File: src/rtl/sfcrc_pkg.sv
// Shared types, protocol constants and the CRC byte step for the sync-frame receiver.
package sfcrc_pkg;

    localparam logic [7:0]  SYNC_FIRST     = 8'hA5;
    localparam logic [7:0]  SYNC_SECOND    = 8'h5A;
    localparam logic [15:0] CRC_POLY       = 16'h1021;
    localparam logic [15:0] CRC_INIT       = 16'hFFFF;
    localparam logic [7:0]  PROTO_VERSION  = 8'h01;
    localparam logic [7:0]  TYPE_VISION    = 8'h03;
    localparam logic [7:0]  TYPE_TARGET    = 8'h04;
    localparam int          LEN_VISION     = 8;
    localparam int          LEN_TARGET     = 4;
    localparam int          FRAME_OVERHEAD = 7;
    localparam logic [7:0]  STREAK_MAX     = 8'd255;
    localparam int          STORE_DEPTH    = 15;

    localparam logic [3:0] VISION_SIZE = 4'(FRAME_OVERHEAD + LEN_VISION);
    localparam logic [3:0] TARGET_SIZE = 4'(FRAME_OVERHEAD + LEN_TARGET);
    localparam logic [3:0] HEADER_END  = 4'd5;
    localparam logic [3:0] POS_LIMIT   = 4'(STORE_DEPTH);

    typedef enum logic {
        OP_BYTE = 1'b0,
        OP_TICK = 1'b1
    } opcode_t;

    typedef enum logic [2:0] {
        EV_VISION_OK  = 3'd0,
        EV_TARGET_OK  = 3'd1,
        EV_VISION_CRC = 3'd2,
        EV_TARGET_CRC = 3'd3,
        EV_TARGET_FMT = 3'd4
    } event_kind_t;

    // Classified frame handed from the parser to the counter stage
    typedef struct packed {
        event_kind_t kind;
        logic [15:0] seq;
        logic [7:0]  flags;
        logic [7:0]  conf;
        logic [15:0] pos;
        logic [15:0] vel;
    } job_t;

    typedef struct packed {
        event_kind_t        event_kind;
        logic [15:0]        sequence_res;
        logic [7:0]         frame_flags;
        logic [7:0]         confidence;
        logic [15:0]        position_q4;
        logic signed [15:0] velocity;
        logic               sample_valid;
        logic [7:0]         valid_streak;
        logic [15:0]        sequence_drop_count;
        logic [15:0]        crc_error_count;
        logic [15:0]        format_error_count;
        logic [15:0]        update_count;
    } result_t;

    // One byte of CRC-16/CCITT-FALSE, MSB first
    function automatic logic [15:0] crc16_byte(input logic [15:0] crc_in, input logic [7:0] b);
        logic [15:0] c;
        c = crc_in ^ {b, 8'h00};
        for (int i = 0; i < 8; i++)
        begin
            if (c[15])
            begin
                c = {c[14:0], 1'b0} ^ CRC_POLY;
            end
            else
            begin
                c = {c[14:0], 1'b0};
            end
        end
        return c;
    endfunction

endpackage

File: src/rtl/sfcrc_fifo.sv
// Small first-word-fall-through register queue.
module sfcrc_fifo #(
    parameter int WIDTH = 8,
    parameter int DEPTH = 2
) (
    input  logic             clk,
    input  logic             rst_n,
    input  logic             wr_en,
    input  logic [WIDTH-1:0] wr_data,
    input  logic             rd_en,
    output logic [WIDTH-1:0] rd_data,
    output logic             full,
    output logic             empty
);

    localparam int PTR_W = (DEPTH > 1) ? $clog2(DEPTH) : 1;
    localparam int CNT_W = $clog2(DEPTH + 1);

    logic [WIDTH-1:0] mem_reg [DEPTH];
    logic [PTR_W-1:0] wr_ptr_reg, wr_ptr_next;
    logic [PTR_W-1:0] rd_ptr_reg, rd_ptr_next;
    logic [CNT_W-1:0] count_reg, count_next;
    logic             do_wr, do_rd;

    assign full    = (count_reg == CNT_W'(DEPTH));
    assign empty   = (count_reg == '0);
    assign do_wr   = wr_en && !full;
    assign do_rd   = rd_en && !empty;
    assign rd_data = mem_reg[rd_ptr_reg];

    always_comb
    begin
        wr_ptr_next = wr_ptr_reg;
        rd_ptr_next = rd_ptr_reg;
        count_next  = count_reg;
        if (do_wr)
        begin
            wr_ptr_next = (wr_ptr_reg == PTR_W'(DEPTH - 1)) ? '0 : wr_ptr_reg + PTR_W'(1);
        end
        if (do_rd)
        begin
            rd_ptr_next = (rd_ptr_reg == PTR_W'(DEPTH - 1)) ? '0 : rd_ptr_reg + PTR_W'(1);
        end
        if (do_wr && !do_rd)
        begin
            count_next = count_reg + CNT_W'(1);
        end
        else if (do_rd && !do_wr)
        begin
            count_next = count_reg - CNT_W'(1);
        end
    end

    always_ff @(posedge clk or negedge rst_n)
    begin
        if (!rst_n)
        begin
            wr_ptr_reg <= '0;
            rd_ptr_reg <= '0;
            count_reg  <= '0;
        end
        else
        begin
            wr_ptr_reg <= wr_ptr_next;
            rd_ptr_reg <= rd_ptr_next;
            count_reg  <= count_next;
        end
    end

    always_ff @(posedge clk)
    begin
        if (do_wr)
        begin
            mem_reg[wr_ptr_reg] <= wr_data;
        end
    end

endmodule

File: src/rtl/sfcrc_front.sv
// Byte parser: sync hunt, header checks, running CRC and frame classification.
module sfcrc_front
    import sfcrc_pkg::*;
(
    input  logic        clk,
    input  logic        rst_n,
    input  logic        in_valid,
    input  logic        opcode,
    input  logic [7:0]  rx_byte,
    input  logic [31:0] now_ms,
    input  logic [15:0] timeout_ms,
    output logic        job_valid,
    output job_t        job
);

    logic [7:0]  store_reg [STORE_DEPTH];
    logic [3:0]  pos_reg, pos_next;
    logic [3:0]  explen_reg, explen_next;
    logic [31:0] last_reg, last_next;
    logic [15:0] crc_reg, crc_next;
    logic        store_we;
    logic [3:0]  pos_inc;
    logic [3:0]  resync_pos;
    logic [15:0] got_crc;
    logic        is_target;
    logic [31:0] idle_ms;

    assign pos_inc    = pos_reg + 4'd1;
    assign resync_pos = (rx_byte == SYNC_FIRST) ? 4'd1 : 4'd0;
    assign is_target  = (store_reg[3] == TYPE_TARGET);
    assign got_crc    = {rx_byte, (explen_reg == VISION_SIZE) ? store_reg[13] : store_reg[9]};
    assign idle_ms    = now_ms - last_reg;

    always_comb
    begin
        pos_next    = pos_reg;
        explen_next = explen_reg;
        last_next   = last_reg;
        crc_next    = crc_reg;
        store_we    = 1'b0;
        job_valid   = 1'b0;
        job         = '0;
        if (in_valid)
        begin
            if (opcode == OP_TICK)
            begin
                if (pos_reg != 4'd0 && idle_ms >= {16'd0, timeout_ms})
                begin
                    pos_next    = 4'd0;
                    explen_next = 4'd0;
                end
            end
            else
            begin
                last_next = now_ms;
                if (pos_reg == 4'd0)
                begin
                    if (rx_byte == SYNC_FIRST)
                    begin
                        pos_next = 4'd1;
                    end
                end
                else if (pos_reg == 4'd1)
                begin
                    pos_next = (rx_byte == SYNC_SECOND) ? 4'd2 : resync_pos;
                end
                else if (pos_reg == POS_LIMIT)
                begin
                    pos_next    = 4'd0;
                    explen_next = 4'd0;
                end
                else
                begin
                    store_we = 1'b1;
                    pos_next = pos_inc;
                    // CRC covers byte 2 through the third byte from the end
                    if (pos_reg == 4'd2)
                    begin
                        crc_next = crc16_byte(CRC_INIT, rx_byte);
                    end
                    else if (pos_reg < HEADER_END ||
                             (explen_reg != 4'd0 && pos_reg < explen_reg - 4'd2))
                    begin
                        crc_next = crc16_byte(crc_reg, rx_byte);
                    end

                    if (pos_inc == HEADER_END)
                    begin
                        if (store_reg[2] != PROTO_VERSION)
                        begin
                            pos_next = resync_pos;
                        end
                        else if (store_reg[3] == TYPE_VISION && rx_byte == 8'(LEN_VISION))
                        begin
                            explen_next = VISION_SIZE;
                        end
                        else if (store_reg[3] == TYPE_TARGET && rx_byte == 8'(LEN_TARGET))
                        begin
                            explen_next = TARGET_SIZE;
                        end
                        else
                        begin
                            pos_next = resync_pos;
                            if (store_reg[3] == TYPE_TARGET)
                            begin
                                job_valid = 1'b1;
                                job.kind  = EV_TARGET_FMT;
                            end
                        end
                    end
                    else if (explen_reg != 4'd0 && pos_inc == explen_reg)
                    begin
                        pos_next    = 4'd0;
                        explen_next = 4'd0;
                        job_valid   = 1'b1;
                        if (got_crc != crc_reg)
                        begin
                            job.kind = is_target ? EV_TARGET_CRC : EV_VISION_CRC;
                        end
                        else if (is_target)
                        begin
                            job.kind = EV_TARGET_OK;
                            job.seq  = {store_reg[6], store_reg[5]};
                            job.pos  = {store_reg[8], store_reg[7]};
                        end
                        else
                        begin
                            job.kind  = EV_VISION_OK;
                            job.seq   = {store_reg[6], store_reg[5]};
                            job.flags = store_reg[7];
                            job.conf  = store_reg[8];
                            job.pos   = {store_reg[10], store_reg[9]};
                            job.vel   = {store_reg[12], store_reg[11]};
                        end
                    end
                end
            end
        end
    end

    always_ff @(posedge clk or negedge rst_n)
    begin
        if (!rst_n)
        begin
            pos_reg    <= 4'd0;
            explen_reg <= 4'd0;
            last_reg   <= 32'd0;
            crc_reg    <= CRC_INIT;
        end
        else
        begin
            pos_reg    <= pos_next;
            explen_reg <= explen_next;
            last_reg   <= last_next;
            crc_reg    <= crc_next;
        end
    end

    always_ff @(posedge clk)
    begin
        if (store_we)
        begin
            store_reg[pos_reg] <= rx_byte;
        end
    end

endmodule

File: src/rtl/sfcrc_back.sv
// Per-stream counters: sequence gaps, valid streak, error and update counts.
module sfcrc_back
    import sfcrc_pkg::*;
(
    input  logic    clk,
    input  logic    rst_n,
    input  logic    job_valid,
    input  job_t    job,
    input  logic    res_ready,
    output logic    job_pop,
    output logic    res_valid,
    output result_t res
);

    logic        v_seen_reg, v_seen_next;
    logic [15:0] v_last_reg, v_last_next;
    logic [15:0] v_drops_reg, v_drops_next;
    logic [15:0] v_crc_reg, v_crc_next;
    logic [7:0]  v_streak_reg, v_streak_next;
    logic        t_seen_reg, t_seen_next;
    logic [15:0] t_last_reg, t_last_next;
    logic [15:0] t_drops_reg, t_drops_next;
    logic [15:0] t_crc_reg, t_crc_next;
    logic [15:0] t_fmt_reg, t_fmt_next;
    logic [15:0] t_upd_reg, t_upd_next;
    logic        take;
    logic        valid_bit;

    assign take      = job_valid && res_ready;
    assign job_pop   = take;
    assign res_valid = take;
    assign valid_bit = job.flags[0];

    always_comb
    begin
        v_seen_next   = v_seen_reg;
        v_last_next   = v_last_reg;
        v_drops_next  = v_drops_reg;
        v_crc_next    = v_crc_reg;
        v_streak_next = v_streak_reg;
        t_seen_next   = t_seen_reg;
        t_last_next   = t_last_reg;
        t_drops_next  = t_drops_reg;
        t_crc_next    = t_crc_reg;
        t_fmt_next    = t_fmt_reg;
        t_upd_next    = t_upd_reg;
        if (take)
        begin
            unique case (job.kind)
                EV_VISION_OK:
                begin
                    // an in-order sequence adds zero to the gap count
                    if (v_seen_reg)
                    begin
                        v_drops_next = v_drops_reg + job.seq - v_last_reg - 16'd1;
                    end
                    v_seen_next = 1'b1;
                    v_last_next = job.seq;
                    if (!valid_bit)
                    begin
                        v_streak_next = 8'd0;
                    end
                    else if (v_streak_reg != STREAK_MAX)
                    begin
                        v_streak_next = v_streak_reg + 8'd1;
                    end
                end
                EV_TARGET_OK:
                begin
                    if (t_seen_reg)
                    begin
                        t_drops_next = t_drops_reg + job.seq - t_last_reg - 16'd1;
                    end
                    t_seen_next = 1'b1;
                    t_last_next = job.seq;
                    t_upd_next  = t_upd_reg + 16'd1;
                end
                EV_VISION_CRC: v_crc_next = v_crc_reg + 16'd1;
                EV_TARGET_CRC: t_crc_next = t_crc_reg + 16'd1;
                EV_TARGET_FMT: t_fmt_next = t_fmt_reg + 16'd1;
                default: ;
            endcase
        end
    end

    always_comb
    begin
        res            = '0;
        res.event_kind = job.kind;
        if (job.kind == EV_VISION_OK || job.kind == EV_VISION_CRC)
        begin
            res.sequence_drop_count = v_drops_next;
            res.crc_error_count     = v_crc_next;
        end
        else
        begin
            res.sequence_drop_count = t_drops_next;
            res.crc_error_count     = t_crc_next;
            res.format_error_count  = t_fmt_next;
            res.update_count        = t_upd_next;
        end
        if (job.kind == EV_VISION_OK)
        begin
            res.sequence_res = job.seq;
            res.frame_flags  = job.flags;
            res.confidence   = job.conf;
            res.position_q4  = job.pos;
            res.velocity     = job.vel;
            res.sample_valid = valid_bit;
            res.valid_streak = v_streak_next;
        end
        else if (job.kind == EV_TARGET_OK)
        begin
            res.sequence_res = job.seq;
            res.position_q4  = job.pos;
        end
    end

    always_ff @(posedge clk or negedge rst_n)
    begin
        if (!rst_n)
        begin
            v_seen_reg   <= 1'b0;
            v_last_reg   <= 16'd0;
            v_drops_reg  <= 16'd0;
            v_crc_reg    <= 16'd0;
            v_streak_reg <= 8'd0;
            t_seen_reg   <= 1'b0;
            t_last_reg   <= 16'd0;
            t_drops_reg  <= 16'd0;
            t_crc_reg    <= 16'd0;
            t_fmt_reg    <= 16'd0;
            t_upd_reg    <= 16'd0;
        end
        else
        begin
            v_seen_reg   <= v_seen_next;
            v_last_reg   <= v_last_next;
            v_drops_reg  <= v_drops_next;
            v_crc_reg    <= v_crc_next;
            v_streak_reg <= v_streak_next;
            t_seen_reg   <= t_seen_next;
            t_last_reg   <= t_last_next;
            t_drops_reg  <= t_drops_next;
            t_crc_reg    <= t_crc_next;
            t_fmt_reg    <= t_fmt_next;
            t_upd_reg    <= t_upd_next;
        end
    end

endmodule

File: src/rtl/sync_frame_crc16_receiver_unit.sv
// Sync-word frame receiver with CRC-16 check and per-stream statistics.
//
// Input channel: drive opcode/rx_byte/now_ms with push; a transaction completes
// on a clock edge with push high and full low. opcode 0 carries one received
// byte, opcode 1 is a timeout check against the timeout register.
// Result channel: while empty is low the oldest result sits on the result
// ports; pop with empty low completes the transaction.
// One input transaction per cycle is taken while full stays low. A frame's
// job is written to the job queue at the edge that takes its last byte; the
// counter stage then writes its result to the result queue, from which it
// reaches the result ports. Every byte is parsed in the cycle it is taken;
// the header and payload bytes are also folded into the running CRC.
// When pop is held low the result queue fills, the counter stage stops and
// the job queue fills; full then rises and holds input off. Bytes keep
// flowing while only one of the queues is occupied.
// cfg_write loads cfg_data into the timeout register at the clock edge.
// Reset clears the parser to hunting, all counters to zero, both queues to
// empty and the timeout to 50 ms. No clearing pass is needed.
module sync_frame_crc16_receiver_unit
    import sfcrc_pkg::*;
#(
    parameter int JOB_DEPTH    = 2,
    parameter int RESULT_DEPTH = 2
) (
    input  logic               clk,
    input  logic               rst_n,
    input  logic               push,
    output logic               full,
    input  logic               opcode,
    input  logic [7:0]         rx_byte,
    input  logic [31:0]        now_ms,
    output logic               empty,
    input  logic               pop,
    output logic [2:0]         event_kind,
    output logic [15:0]        sequence_res,
    output logic [7:0]         frame_flags,
    output logic [7:0]         confidence,
    output logic [15:0]        position_q4,
    output logic signed [15:0] velocity,
    output logic               sample_valid,
    output logic [7:0]         valid_streak,
    output logic [15:0]        sequence_drop_count,
    output logic [15:0]        crc_error_count,
    output logic [15:0]        format_error_count,
    output logic [15:0]        update_count,
    input  logic               cfg_write,
    input  logic [15:0]        cfg_data
);

    localparam int JOB_W = $bits(job_t);
    localparam int RES_W = $bits(result_t);

    logic [15:0]      timeout_reg;
    logic             in_valid;
    logic             job_push;
    job_t             job_in;
    logic [JOB_W-1:0] job_vec;
    job_t             job_out;
    logic             job_full;
    logic             job_empty;
    logic             job_pop;
    logic             res_push;
    result_t          res_in;
    logic [RES_W-1:0] res_vec;
    result_t          res_out;
    logic             res_full;

    assign full     = job_full;
    assign in_valid = push && !job_full;

    always_ff @(posedge clk or negedge rst_n)
    begin
        if (!rst_n)
        begin
            timeout_reg <= 16'd50;
        end
        else if (cfg_write)
        begin
            timeout_reg <= cfg_data;
        end
    end

    sfcrc_front u_front (
        .clk        (clk),
        .rst_n      (rst_n),
        .in_valid   (in_valid),
        .opcode     (opcode),
        .rx_byte    (rx_byte),
        .now_ms     (now_ms),
        .timeout_ms (timeout_reg),
        .job_valid  (job_push),
        .job        (job_in)
    );

    sfcrc_fifo #(
        .WIDTH (JOB_W),
        .DEPTH (JOB_DEPTH)
    ) u_job_q (
        .clk     (clk),
        .rst_n   (rst_n),
        .wr_en   (job_push),
        .wr_data (job_in),
        .rd_en   (job_pop),
        .rd_data (job_vec),
        .full    (job_full),
        .empty   (job_empty)
    );

    assign job_out = job_t'(job_vec);

    sfcrc_back u_back (
        .clk       (clk),
        .rst_n     (rst_n),
        .job_valid (!job_empty),
        .job       (job_out),
        .res_ready (!res_full),
        .job_pop   (job_pop),
        .res_valid (res_push),
        .res       (res_in)
    );

    sfcrc_fifo #(
        .WIDTH (RES_W),
        .DEPTH (RESULT_DEPTH)
    ) u_res_q (
        .clk     (clk),
        .rst_n   (rst_n),
        .wr_en   (res_push),
        .wr_data (res_in),
        .rd_en   (pop),
        .rd_data (res_vec),
        .full    (res_full),
        .empty   (empty)
    );

    assign res_out             = result_t'(res_vec);
    assign event_kind          = res_out.event_kind;
    assign sequence_res        = res_out.sequence_res;
    assign frame_flags         = res_out.frame_flags;
    assign confidence          = res_out.confidence;
    assign position_q4         = res_out.position_q4;
    assign velocity            = res_out.velocity;
    assign sample_valid        = res_out.sample_valid;
    assign valid_streak        = res_out.valid_streak;
    assign sequence_drop_count = res_out.sequence_drop_count;
    assign crc_error_count     = res_out.crc_error_count;
    assign format_error_count  = res_out.format_error_count;
    assign update_count        = res_out.update_count;

    // a parser job only comes from a byte taken while the job queue had room
    a_job_no_overflow: assert property (@(posedge clk) disable iff (!rst_n)
        job_push |-> (in_valid && !job_full))
        else $error("job pushed into a full queue");

    // timeout checks never produce a job
    a_tick_no_job: assert property (@(posedge clk) disable iff (!rst_n)
        (in_valid && opcode == OP_TICK) |-> !job_push)
        else $error("timeout tick produced a job");

    // the counter stage only advances when the result queue has room
    a_res_no_overflow: assert property (@(posedge clk) disable iff (!rst_n)
        res_push |-> (!res_full && job_pop && !job_empty))
        else $error("result pushed into a full queue");

endmodule
File: config.mk
export PLATFORM = sky130hd
export DESIGN_NAME = sync_frame_crc16_receiver_unit
export DESIGN_NICKNAME = d
export VERILOG_FILES = /design/src/rtl/sfcrc_pkg.sv /design/src/rtl/sfcrc_fifo.sv /design/src/rtl/sfcrc_front.sv /design/src/rtl/sfcrc_back.sv /design/src/rtl/sync_frame_crc16_receiver_unit.sv
export SDC_FILE = /design/constraint.sdc
export NUM_CORES = 1
export LEC_CHECK = 0
export BUFFER_PORTS_ARGS = -buffer_cell sky130_fd_sc_hd__buf_4
export CORE_MARGIN = 3
export CORE_UTILIZATION = 60
export CTS_BUF_LIST = sky130_fd_sc_hd__clkbuf_2
export DETAILED_ROUTE_END_ITERATION = 8
export PLACE_DENSITY = 0.78
export SLEW_MARGIN = 20
export SYNTH_ARGS = -nofsm -noshare
export SYNTH_HDL_FRONTEND = slang
export SYNTH_SLANG_ARGS = --single-unit
File: constraint.sdc
create_clock -name clk -period 13.9 [get_ports clk]
set_clock_uncertainty 0.1 [all_clocks]
set_input_delay 2.78 -clock clk [delete_from_list [all_inputs] [get_ports clk]]
set_output_delay 2.78 -clock clk [all_outputs]
set_load 0.02 [all_outputs]
After elaboration in Yosys (flattened, before gate mapping) --
Memory sizes are Yosys's and may differ from the RTL's. Cells that the tools add are included.
Word-level totals: register bits after elaboration 218, RAM bits 534, bits of input ports 62, output and inout port bits 142, word-level logic and storage cells 347, memories kept 3
Memory list:
- u_res_q.mem_reg | depth 2, width 140, rd ports 1, clocked after Yosys merged registers in 0, write ports 1, line sfcrc_fifo.sv:19 | logic [WIDTH-1:0] mem_reg [DEPTH];
- u_job_q.mem_reg | depth 2, width 67, rd ports 1, clocked after Yosys merged registers in 0, write ports 1, line sfcrc_fifo.sv:19
- u_front.store_reg | depth 15, width 8, rd ports 11, clocked after Yosys merged registers in 0, write ports 1, line sfcrc_front.sv:16 | logic [7:0] store_reg [STORE_DEPTH];
Operators by class: $add $sub $neg 22, magnitude comparators 3, equality and inequality tests 27, muxes and demuxes 207, bitwise operators 22, reduce and logical (&&, ||, !) cells 41
Operators by type and width (number):
- $mux W16 | 115
- $mux W67 | 6
- $mux W13 | 16
- $mux W64 | 2
- $mux W4 | 21
- $add A16 B1 Y16 const B | 4
- $mux W32 | 2
- $not A3 Y3 | 16
- $mux W8 | 5
- $add A16 B16 Y16 | 2
- $ge A32 B16 Y1 | 1
- $sub A16 B1 Y16 const B | 2
- $sub A16 B16 Y16 | 2
- $sub A32 B32 Y32 | 1
- $mux W1 | 28
- $mux W25 | 1
- $mux W3 | 6
- $mux W17 | 1
- $eq A8 B3 Y1 const B | 2
- $ne A16 B16 Y1 | 1
- $not A16 Y16 | 1
- $xor A16 B16 Y16 | 1
- $logic_and A1 B1 Y1 | 15
- $reduce_bool A4 Y1 | 3
- other kinds (40) | 68

Longest topological paths before layout --
Gate-level depths: netlist of the first run.
depth after elaboration 69, depth in mapped cells 21, mapped depth without buffers 21

By module --
A second synthesis of the first run with hierarchy kept.
Second synthesis, totals: cell total of the unflattened synthesis 2720, area total of the unflattened synthesis 35051.1 µm²
Modules (own cells, without submodules):
- sfcrc_fifo (u_res_q) | instances 1, cells each 455, area an instance 10671.5 µm², seq. area each 8508.2 µm²
- sfcrc_front | instances 1, cells each 999, area an instance 9410.3 µm², seq. area each 4013.8 µm²
- sfcrc_back | instances 1, cells each 1001, area an instance 9180.1 µm², seq. area each 3453.3 µm²
- sfcrc_fifo (u_job_q) | instances 1, cells each 228, area an instance 5122.4 µm², seq. area each 4124.0 µm²
- sync_frame_crc16_receiver_unit | instances 1, cells each 37, area an instance 666.9 µm², seq. area each 404.1 µm²

Worst setup path before layout of the first run --
Ideal clock, no wire load.
path type input port to flip-flop, start point input rx_byte[5], end point memory u_job_q.mem_reg[1][0] in the netlist's numbering (enable), library setup time 0.500 ns, data arrival time 7.308 ns, data required time 13.300 ns, path slack 5.992 ns, stages on the path 10, buffers on the path 1, cells stage by stage clkbuf_1 > and4b_1 > nand3_1 > nor2_1 > nor2_1 > nor2b_1 > nand2_1 > nor3_1 > nor2_1 > nor2b_1
Between the ends: longest elaborated chain between the ends 14, elaborated cells between the ends (all ways) 16, classes of those cells 2 x eq/ne; 11 x mux; 3 x reduce/logical
RTL lines:
- from (decl) | line sync_frame_crc16_receiver_unit.sv:30 | input logic [7:0] rx_byte,
- $eq A8 B3 Y1 | line sfcrc_front.sv:97 | else if (store_reg[3] == TYPE_TARGET && rx_byte == 8'(LEN_TARGET))
- $logic_and A1 B1 Y1 | line sfcrc_front.sv:97
- $mux W1 | line sfcrc_front.sv:97
- $mux W1 (*) | line sfcrc_front.sv:93 | else if (store_reg[3] == TYPE_VISION && rx_byte == 8'(LEN_VISION))
- $mux W1 (*) | line sfcrc_front.sv:89 | if (store_reg[2] != PROTO_VERSION)
- $mux W1 (*) | line sfcrc_front.sv:87 | if (pos_inc == HEADER_END)
- $mux W1 (*) | line sfcrc_front.sv:67 | else if (pos_reg == POS_LIMIT)
- $mux W1 (*) | line sfcrc_front.sv:63 | else if (pos_reg == 4'd1)
- $mux W1 (*) | line sfcrc_front.sv:56 | if (pos_reg == 4'd0)
- $mux W1 (*) | line sfcrc_front.sv:45 | if (opcode == OP_TICK)
- $mux W1 (*) | line sfcrc_front.sv:43 | if (in_valid)
- $logic_and A1 B1 Y1 (*) | line sfcrc_fifo.sv:27 | assign do_wr = wr_en && !full;
- $mux W1 (*) | line sfcrc_fifo.sv:72 | if (do_wr)
- $mux W1 (implied by the code) (*) | line sfcrc_fifo.sv:74 | mem_reg[wr_ptr_reg] <= wr_data;
- to (decl) | line sfcrc_fifo.sv:19
Every way passes the cells marked *; elsewhere a longest branch is shown, timed or not.

Worst setup path in the final report of the first run --
start point register u_res_q.rd_ptr_reg, end point output sequence_drop_count[3]
Between the ends: longest elaborated chain between the ends 1
RTL lines:
- from (decl) | line sfcrc_fifo.sv:21 | logic [PTR_W-1:0] rd_ptr_reg, rd_ptr_next;
- from (signal assigned) | line sfcrc_fifo.sv:65 | rd_ptr_reg <= rd_ptr_next;
- $mem_v2 Z2 W140
- to (decl) | line sync_frame_crc16_receiver_unit.sv:42 | output logic [15:0] sequence_drop_count,
No other way between the ends.

==> metrics.csv, run 1 <==
stage;metric;value;unit
run_status;status;complete, no violations;
timing;post-route minimum period;6820;ps
power_and_ir_drop;worst IR drop on VDD;0.142;mV
synthesis;synthesized flop and latch total;716;
floorplanning;Top Ports;204;
hold_path;Hold Path Depth;1;
power_and_ir_drop;Sw Pwr;2910;uW
detailed_routing;Routed Antenna Nets;0;
synthesis;Syn Nets;2806;
setup_path;reg2reg setup slack;8800;ps
floorplanning;die area;58300;um2
placement;GP Congestion;0.883;
setup_path;reg2reg path depth;8;
setup_path;CP arrival;3940;ps
placement;Post-DP HPWL;45700;um
placement;I/O Buffers;203;
timing;f_max;147;MHz
global_routing;largest net degree at the start of global routing;80;
setup_path;CP max-delay cell;dfrtp_4;
setup_path;Crit Reg-Reg Startpoint;u_job_q.rd_ptr_reg;
detailed_routing;final wirelength;69200;um
clock_network;number of buffers inserted during clock tree synthesis;173;
synthesis;Post-synth EDFFs;500;
hold_path;hold endpoint;u_back.t_fmt_reg[15];
clock_network;clock latency at the later pin of the worst-skew pair;1320;ps
timing;worst hold slack;366;ps
timing;Slew Limit Headroom;29.1;%
clock_network;CTS tree;done;
timing;Slew Limit Fails;0;
power_and_ir_drop;Internal;4760;uW
floorplanning;Die X;241;um
synthesis;Main synth FF type;edfxtp_1;
clock_network;Hold Buf Count CTS;0;
clock_network;H-tree levels;4;
power_and_ir_drop;power share of the clock group;18.2;%
timing;RSZ-0062 raised after global routing;false;
layout;Non-Filler Instances;3807;
timing;Worst Max-Slew Pin Slew;1060;ps
timing;Finish-stage setup viols;0;
clock_network;CTS root buf;clkbuf_2;
floorplanning;Die H;241;um
floorplanning;Core Area;54300;um2
synthesis;Unique masters post-synth;94;
layout;share of cells above drive strength 1;24.0;%
global_routing;grt ovf;0;
floorplanning;initial core utilization;61.2;%
hold_path;min-delay src;u_back.t_fmt_reg[15];
global_routing;first-pass GRT wire length;110000;um
clock_network;clk slew on worst S/H paths;110;ps
power_and_ir_drop;Sw Share;37.9;%
timing;Fin. Hold Viols;0;
layout;Final nets;3104;
power_and_ir_drop;Seq pwr share;40.7;%
timing;Final TNS setup;0;ps
layout;P&R area growth vs syn;11.8;%
setup_path;CP required;11020;ps
clock_network;Sink Count;716;
synthesis;asr flop ratio synth;30.2;%
layout;final core utilization;68.4;%
detailed_routing;via count;20900;
clock_network;setup bufs post-CTS;0;
clock_network;post-CTS sizing;0;
detailed_routing;DRC errors left;0;
run;Max Cap Violations;0;
power_and_ir_drop;power per standard cell area;206;nW/um2
global_routing;GR Util All Layers;24.1;%
setup_path;Worst Path Class, Setup;flop to primary output;
clock_network;Clock Tree Buf Depth;3;
setup_path;Top delay family on crit path;buffers and inverters;
setup_path;Cell Chain, Critical Path;buf_4 -> mux2_2 -> buf_4;
placement;placed cells;3477;
power_and_ir_drop;Comb pwr share;41.1;%
setup_path;CP Launch Type;flop;
detailed_routing;Pre-antenna DRT Iters;5;
detailed_routing;wire per inst;18.2;um
setup_path;combined buffer and inverter count along the critical path;2;
layout;most frequent cells in the layout;edfxtp_1, clkbuf_2, nand2_1;
hold_path;HP Class;flop to flop;
detailed_routing;1st-iter DRT viols;1059;
setup_path;Largest stage delay, worst path;1000;ps
setup_path;most frequent CP cell;buf_4;
synthesis;Post-Syn Area;33300;um2
timing;fin crit share;49.1;%
layout;most common cell after layout, fill and taps aside;edfxtp_1;
synthesis;Synth Warn #;0;
synthesis;Seq/Total Area, Yosys;61.5;%
setup_path;worst r2r dst;u_res_q.mem_reg[1][49];
floorplanning;Cell Rows;85;
setup_path;CP endpoint kind;primary output;
global_routing;initial antenna violation count;2;
global_routing;vias in the first global route;21700;
synthesis;Avg Cell Area, Syn;12.7;um2
synthesis;Synth Instances;2617;
layout;number of flip-flops in the largest register;278;
detailed_routing;detail-routed via count per cell;5.50;
power_and_ir_drop;leakage power;0.0160;uW
setup_path;Worst Path Max Fanout;79;
==> cells by family (layout without fill, tap and decap cells) <==
family	count (synthesis)	after routing	synth area share, %
other	0	1	0
XOR/XNOR	184	184	4.87
flip-flops	716	716	61.5
AND/OR/NAND/NOR	723	723	10.4
multiplexers	251	251	8.22
adder cells (fa/ha/maj)	127	127	5.52
AO/OA/AOI/OAI	346	346	6.17
buffers and inverters	270	720	3.31
==> per-layer routing <==
layer | up-vias | global-route usage, % | wire length, um
li1 | 9996 | - | -
met1 | 10200 | 29.9 | 28700
met2 | 597 | 41.4 | 34800
met3 | 124 | 5.89 | 4170
met4 | 2 | 9.14 | 1580
met5 | - | 0 | 13
==> final cells by class <==
type	count	area, um2
Antenna cell	1	2.50
Clock buffer	257	1290
Clock inverter	70	384
Fill cell	3907	17200
Inverter	165	619
Multi-Input combinational cell	1631	11800
Sequential cell	716	20500
Tap cell	739	925
Timing Repair Buffer	228	1760
==> worst max path at each step <==
stage | startpoint | to | slack, ps | cells after the start
6_report | u_res_q.rd_ptr_reg | sequence_drop_count[3] | 7080 | 3
5_1_grt | u_res_q.rd_ptr_reg | sequence_drop_count[3] | 6730 | 3
4_1_cts | u_res_q.rd_ptr_reg | sequence_drop_count[3] | 6820 | 3
3_5_place_dp | now_ms[0] | u_front.explen_reg[1] | 6790 | 22
3_3_place_gp | now_ms[0] | u_front.explen_reg[1] | 6890 | 22
2_1_floorplan | rx_byte[5] | u_job_q.mem_reg[1][0] | 5990 | 10
==> synth_stat cells, types with 19 or more instances <==
library cell,n,area share (%)
nand2_1,241,2.7
xnor2_1,118,3.1
nor3_1,33,0.50
mux2_2,169,5.7
a21oi_1,86,1.3
o21ai_0,148,2.2
mux2i_1,80,2.4
a21o_1,22,0.50
xor2_1,65,1.7
fa_1,33,2.0
nor2_1,189,2.1
clkbuf_1,79,0.89
inv_1,162,1.8
and3_1,59,1.1
dfstp_2,19,1.5
ha_1,94,3.5
edfxtp_1,500,45
dfrtp_1,197,15
nand3_1,39,0.59
nand4_1,22,0.41
and2_1,57,1.1
==> through the flow <==
step           instance area, um2  setup slack [ps]  power [uW]
5_1_grt                     37200              6730        8170
3_3_place_gp                35500              6890        6230
4_1_cts                     37100              6820        7750
3_5_place_dp                35500              6790        6330
2_1_floorplan               33300              5990        5370
6_report                    37200              7080        7670
==> power groups by stage <==
stage | registers [uW] | logic, uW | clock network [uW]
after detailed placement | 3170 | 3160 | 0
after global placement | 3140 | 3090 | 0
final | 3120 | 3150 | 1400
after floorplan | 3130 | 2240 | 0
after CTS | 3120 | 3180 | 1450
after global routing | 3170 | 3430 | 1560
Power figures use the tool's default switching activity.
==> run 2, diff against run 1 <==
- clock period: 13.9 -> 6.85 ns (I/O delays scaled with it)
==> metrics.csv, run 2 (synthesized netlist as in run 1, its figures left out) <==
stage;metric;value;unit;change
floorplanning;initial core utilization;61.2;%;unchanged
setup_path;Worst Path Class, Setup;flop to primary output;;
timing;Slew Limit Headroom;34.2;%;+5.1 points
layout;share of cells above drive strength 1;23.9;%;-0.11 points
clock_network;H-tree levels;4;;unchanged
placement;GP Congestion;0.911;;+3.2%
placement;I/O Buffers;203;;unchanged
layout;number of flip-flops in the largest register;278;;unchanged
global_routing;vias in the first global route;22300;;+2.3%
setup_path;Crit Reg-Reg Startpoint;u_job_q.rd_ptr_reg;;
detailed_routing;via count;21300;;+1.6%
floorplanning;Cell Rows;85;;unchanged
setup_path;reg2reg setup slack;1900;ps;-6900 ps
placement;Post-DP HPWL;45900;um;+0.31%
clock_network;number of buffers inserted during clock tree synthesis;172;;-0.58%
timing;RSZ-0062 raised after global routing;false;;
floorplanning;Core Area;54300;um2;unchanged
floorplanning;Die X;241;um;unchanged
clock_network;Clock Tree Buf Depth;3;;unchanged
clock_network;post-CTS sizing;0;;unchanged
clock_network;CTS tree;done;;
detailed_routing;detail-routed via count per cell;5.55;;+0.92%
layout;final core utilization;69.0;%;+0.53 points
timing;Final TNS setup;0;ps;unchanged
timing;Worst Max-Slew Pin Slew;985;ps;-78.9 ps
global_routing;largest net degree at the start of global routing;143;;+79%
setup_path;Cell Chain, Critical Path;buf_4 -> mux2_2 -> buf_4;;
setup_path;worst r2r dst;u_res_q.mem_reg[0][49];;
run_status;status;complete, no violations;;
setup_path;CP arrival;3560;ps;-380 ps
setup_path;CP required;5380;ps;-5640 ps
setup_path;CP endpoint kind;primary output;;
layout;most common cell after layout, fill and taps aside;edfxtp_1;;
detailed_routing;final wirelength;69700;um;+0.71%
floorplanning;Die H;241;um;unchanged
timing;Finish-stage setup viols;0;;unchanged
floorplanning;Top Ports;204;;unchanged
setup_path;most frequent CP cell;buf_4;;
clock_network;Sink Count;716;;unchanged
power_and_ir_drop;Power Total;15500;uW;+100%
global_routing;first-pass GRT wire length;111000;um;+0.86%
detailed_routing;Routed Antenna Nets;0;;unchanged
timing;post-route minimum period;5030;ps;
layout;# fillers;3844;;-1.6%
timing;fin crit share;73.4;%;
hold_path;Hold Path Depth;3;;+2
timing;worst hold slack;209;ps;-157 ps
layout;P&R area growth vs syn;12.7;%;
hold_path;hold endpoint;u_front.last_reg[31];;
hold_path;min-delay src;now_ms[31];;
clock_network;CTS root buf;clkbuf_2;;
power_and_ir_drop;power per standard cell area;413;nW/um2;+100%
setup_path;Largest stage delay, worst path;820;ps;-180 ps
setup_path;CP Launch Type;flop;;
run;Max Cap Violations;0;;unchanged
global_routing;GR Util All Layers;24.2;%;+0.12 points
detailed_routing;1st-iter DRT viols;1270;;+20%
setup_path;Worst Path Max Fanout;54;;-32%
layout;Final nets;3137;;+1.1%
global_routing;initial antenna violation count;3;;+1
clock_network;clk slew on worst S/H paths;90;ps;-20 ps
layout;most frequent cells in the layout;edfxtp_1, clkbuf_2, nand2_1;;
hold_path;HP Class;input pin to flop;;
detailed_routing;Pre-antenna DRT Iters;5;;unchanged
setup_path;CP max-delay cell;dfrtp_4;;
power_and_ir_drop;worst IR drop on VDD;0.218;mV;+53%
detailed_routing;wire per inst;18.2;um;about the same
power_and_ir_drop;leakage power;0.0161;uW;+0.78%
global_routing;grt ovf;0;;unchanged
detailed_routing;DRC errors left;0;;unchanged
floorplanning;die area;58300;um2;unchanged
timing;f_max;199;MHz;
timing;Slew Limit Fails;0;;unchanged
timing;Fin. Hold Viols;0;;unchanged
setup_path;reg2reg path depth;7;;-1
clock_network;clock latency at the later pin of the worst-skew pair;1330;ps;about the same
-- run 2: stage by stage --
step	setup slack [ps]	cells	cell area (um2)
6_report	1820	3834	37500
5_1_grt	1570	3832	37500
4_1_cts	1610	3826	37400
3_5_place_dp	1150	3476	35500
3_3_place_gp	1270	3476	35500
2_1_floorplan	352	2617	33300
-- run 2: metal layers --
| layer | vias up | GRT usage (%) | wire length, um |
|---|---|---|---|
| met2 | 615 | 41.7 | 35300 |
| li1 | 10000 | - | - |
| met4 | 0 | 10.2 | 1900 |
| met1 | 10500 | 30.1 | 29000 |
| met5 | - | 0 | 0 |
| met3 | 153 | 5.08 | 3550 |
-- run 2: worst max-delay path by stage --
stage                        from               endpoint  cells past startpoint
2_1_floorplan          rx_byte[5]  u_job_q.mem_reg[1][0]                     10
3_3_place_gp            now_ms[0]  u_front.explen_reg[1]                     22
3_5_place_dp            now_ms[0]  u_front.explen_reg[1]                     22
4_1_cts        u_res_q.rd_ptr_reg        position_q4[14]                      3
5_1_grt        u_res_q.rd_ptr_reg        position_q4[14]                      3
6_report       u_res_q.rd_ptr_reg         frame_flags[6]                      3
-- run 2: layout make-up --
| cell class | instances | area (um2) | share of cell area [%] |
|---|---|---|---|
| Tap cell | 739 | 925 | 2.47 |
| Clock inverter | 53 | 273 | 0.728 |
| Timing Repair Buffer | 262 | 2110 | 5.62 |
| Inverter | 165 | 619 | 1.65 |
| Antenna cell | 6 | 15.0 | 0.0401 |
| Clock buffer | 262 | 1310 | 3.50 |
| Multi-Input combinational cell | 1631 | 11800 | 31.4 |
| Sequential cell | 716 | 20500 | 54.6 |
-- run 2: what timing repair did --
item / CTS / global route
setup buffers: 0 / 0
hold buffers: 35 / 0
endpoints found under the hold margin: 98 / 0
-- run 2: worst max-delay path: cells and delay by family, from the launching register on --
| family | cells | cell delay [ps] |
|---|---|---|
| buf+inv | 2 | 870 |
| mux | 1 | 440 |
| flops | 1 | 820 |
-- run 2: power breakdown --
| group | internal [uW] | leakage, uW | switching [uW] |
|---|---|---|---|
| registers | 5910 | 0.00787 | 391 |
| logic | 2650 | 0.00699 | 3800 |
| clock network | 1100 | 0.00122 | 1650 |
==> run 3, diff against run 2 <==
- clock period: 6.85 -> 5.1 ns (I/O delays scaled with it)
==> metrics.csv, run 3 (synthesized netlist as in run 1, its figures left out) <==
stage;metric;value;unit;change
global_routing;vias in the first global route;22900;;+2.7%
power_and_ir_drop;power per standard cell area;549;nW/um2;+33%
floorplanning;Die H;241;um;unchanged
setup_path;worst r2r dst;u_res_q.mem_reg[1][63];;
timing;RSZ-0062 raised after global routing;false;;
clock_network;H-tree levels;4;;unchanged
placement;Placement Setup Slack;-72.8;ps;-1220 ps
layout;number of flip-flops in the largest register;278;;unchanged
timing;Fin. Hold Viols;0;;unchanged
clock_network;Clock Tree Buf Depth;3;;unchanged
floorplanning;Die X;241;um;unchanged
clock_network;clock latency at the later pin of the worst-skew pair;1340;ps;about the same
layout;P&R area growth vs syn;15.8;%;
timing;fin crit share;89.9;%;
detailed_routing;Pre-antenna DRT Iters;5;;unchanged
timing;worst setup margin;515;ps;-1310 ps
layout;most frequent cells in the layout;edfxtp_1, clkbuf_2, buf_4;;
clock_network;CTS root buf;clkbuf_2;;
setup_path;Cell Chain, Critical Path;mux2i_1 -> buf_4 -> fa_1 -> inv_1 -> ha_1 -> inv_1 -> fa_1 -> nor2b_1 -> o21ai_0 -> a21oi_1 -> o41a_1 -> nand2_1 -> a31o_2 -> o21ai_0 -> xnor2_1 -> nor2_1 -> xor2_1 -> mux2_2;;
clock_network;number of buffers inserted during clock tree synthesis;174;;+1.2%
placement;GP Congestion;0.904;;-0.83%
timing;f_max;218;MHz;
floorplanning;Top Ports;204;;unchanged
placement;I/O Buffers;203;;unchanged
setup_path;CP max-delay cell;dfrtp_4;;
run_status;status;complete, no violations;;
setup_path;Crit Reg-Reg Startpoint;u_job_q.rd_ptr_reg;;
timing;Worst Max-Slew Pin Slew;1010;ps;+23.2 ps
setup_path;Largest stage delay, worst path;630;ps;-190 ps
setup_path;reg2reg setup slack;510;ps;-1390 ps
layout;share of cells above drive strength 1;24.0;%;+0.065 points
timing;Final TNS setup;0;ps;unchanged
hold_path;HP Class;input pin to async pin;;
detailed_routing;DRC errors left;0;;unchanged
clock_network;CTS tree;done;;
power_and_ir_drop;worst IR drop on VDD;0.518;mV;+140%
global_routing;grt met3 use;6.23;%;+1.1 points
layout;# fillers;3743;;-2.6%
setup_path;CP required;6030;ps;+650 ps
layout;Final nets;3243;;+3.4%
global_routing;grt ovf;0;;unchanged
setup_path;Worst Path Max Fanout;18;;-67%
clock_network;Sink Count;716;;unchanged
timing;Slew Limit Headroom;32.8;%;-1.4 points
clock_network;clk slew on worst S/H paths;130;ps;+40 ps
setup_path;reg2reg path depth;18;;+11
power_and_ir_drop;leakage power;0.0165;uW;+2.7%
global_routing;first-pass GRT wire length;114000;um;+3.0%
layout;most common cell after layout, fill and taps aside;edfxtp_1;;
setup_path;CP arrival;5520;ps;+1960 ps
detailed_routing;via count;21800;;+2.3%
global_routing;met1 usage;30.8;%;+0.77 points
setup_path;CP endpoint kind;flop;;
global_routing;largest net degree at the start of global routing;88;;-38%
clock_network;post-CTS sizing;0;;unchanged
setup_path;CP Launch Type;flop;;
timing;Finish-stage setup viols;0;;unchanged
floorplanning;die area;58300;um2;unchanged
global_routing;GR Util All Layers;24.9;%;+0.70 points
global_routing;grt met2 use;42.8;%;+1.0 points
detailed_routing;detail-routed via count per cell;5.54;;-0.18%
floorplanning;initial core utilization;61.2;%;unchanged
detailed_routing;1st-iter DRT viols;1317;;+3.7%
placement;Post-DP HPWL;45500;um;-0.73%
setup_path;Worst Path Class, Setup;flop to flop;;
detailed_routing;wire per inst;18.3;um;+0.47%
timing;Slew Limit Fails;0;;unchanged
global_routing;Most Crowded Layer GR;met2;;
timing;post-route minimum period;4590;ps;
global_routing;initial antenna violation count;4;;+1
detailed_routing;Routed Antenna Nets;0;;unchanged
detailed_routing;final wirelength;71800;um;+3.0%
run;Max Cap Violations;0;;unchanged
floorplanning;Cell Rows;85;;unchanged
setup_path;Critical path origin;u_job_q.rd_ptr_reg;;
floorplanning;Core Area;54300;um2;unchanged
==> run 3: per-layer routing <==
layer / part of all wire (%) / vias to the layer above
met1: 41 / 10700
met2: 51 / 633
met4: 2.4 / 2
li1: - / 10300
met3: 5.8 / 132
met5: 0.018 / -
==> run 3: metrics by stage <==
stage	instance area, um2	cells	utilization (%)	power, uW	hold WS, ps
after global routing	38500	3930	70.8	22500	115
after detailed placement	35800	3505	65.8	17300	344
final	38500	3931	70.8	21100	240
after floorplan	33300	2617	-	14600	331
after global placement	35800	3505	65.8	17000	347
after CTS	38500	3927	70.8	21300	50.8
==> run 3: cell type report <==
| cell class | count | area, um2 | share of cell area, % |
|---|---|---|---|
| Timing Repair Buffer | 366 | 3130 | 8.14 |
| Clock buffer | 260 | 1300 | 3.38 |
| Clock inverter | 51 | 312 | 0.809 |
| Inverter | 165 | 619 | 1.61 |
| Tap cell | 739 | 925 | 2.40 |
| Sequential cell | 716 | 20500 | 53.1 |
| Antenna cell | 3 | 7.51 | 0.0195 |
| Multi-Input combinational cell | 1631 | 11800 | 30.5 |
==> run 3: what timing repair did <==
item	CTS	global route
buffers inserted	0	0
hold endpoints to repair	234	0
hold buffers	111	0
==> run 3: worst max-delay path by stage <==
stage               cells after the start                      to  slack, ps
global placement                       22   u_front.explen_reg[1]         40
CTS                                    15  u_res_q.mem_reg[1][62]        500
detailed placement                     22   u_front.explen_reg[1]        -70
finish                                 18  u_res_q.mem_reg[1][63]        510
floorplan                               4   u_res_q.mem_reg[0][0]        140
global route                           21   u_front.explen_reg[2]        220
==> run 3: report_power, final <==
part	switching [uW]	leakage (uW)	total [uW]	internal, uW
Combinational	5220	0.00741	8900	3680
Sequential	514	0.00787	8450	7930
Clock	2260	0.00123	3780	1520
Total	7990	0.0165	21100	13100
==> run 3: worst max-delay path, delay by kind of cell (launching register included) <==
family | cells | cell delay, ps
AO/OA/AOI/OAI | 5 | 1120
XOR/XNOR | 2 | 310
adder cells (fa/ha/maj) | 3 | 1100
buffers and inverters | 3 | 310
flip-flops | 1 | 630
multiplexers | 2 | 440
AND/OR/NAND/NOR | 3 | 310
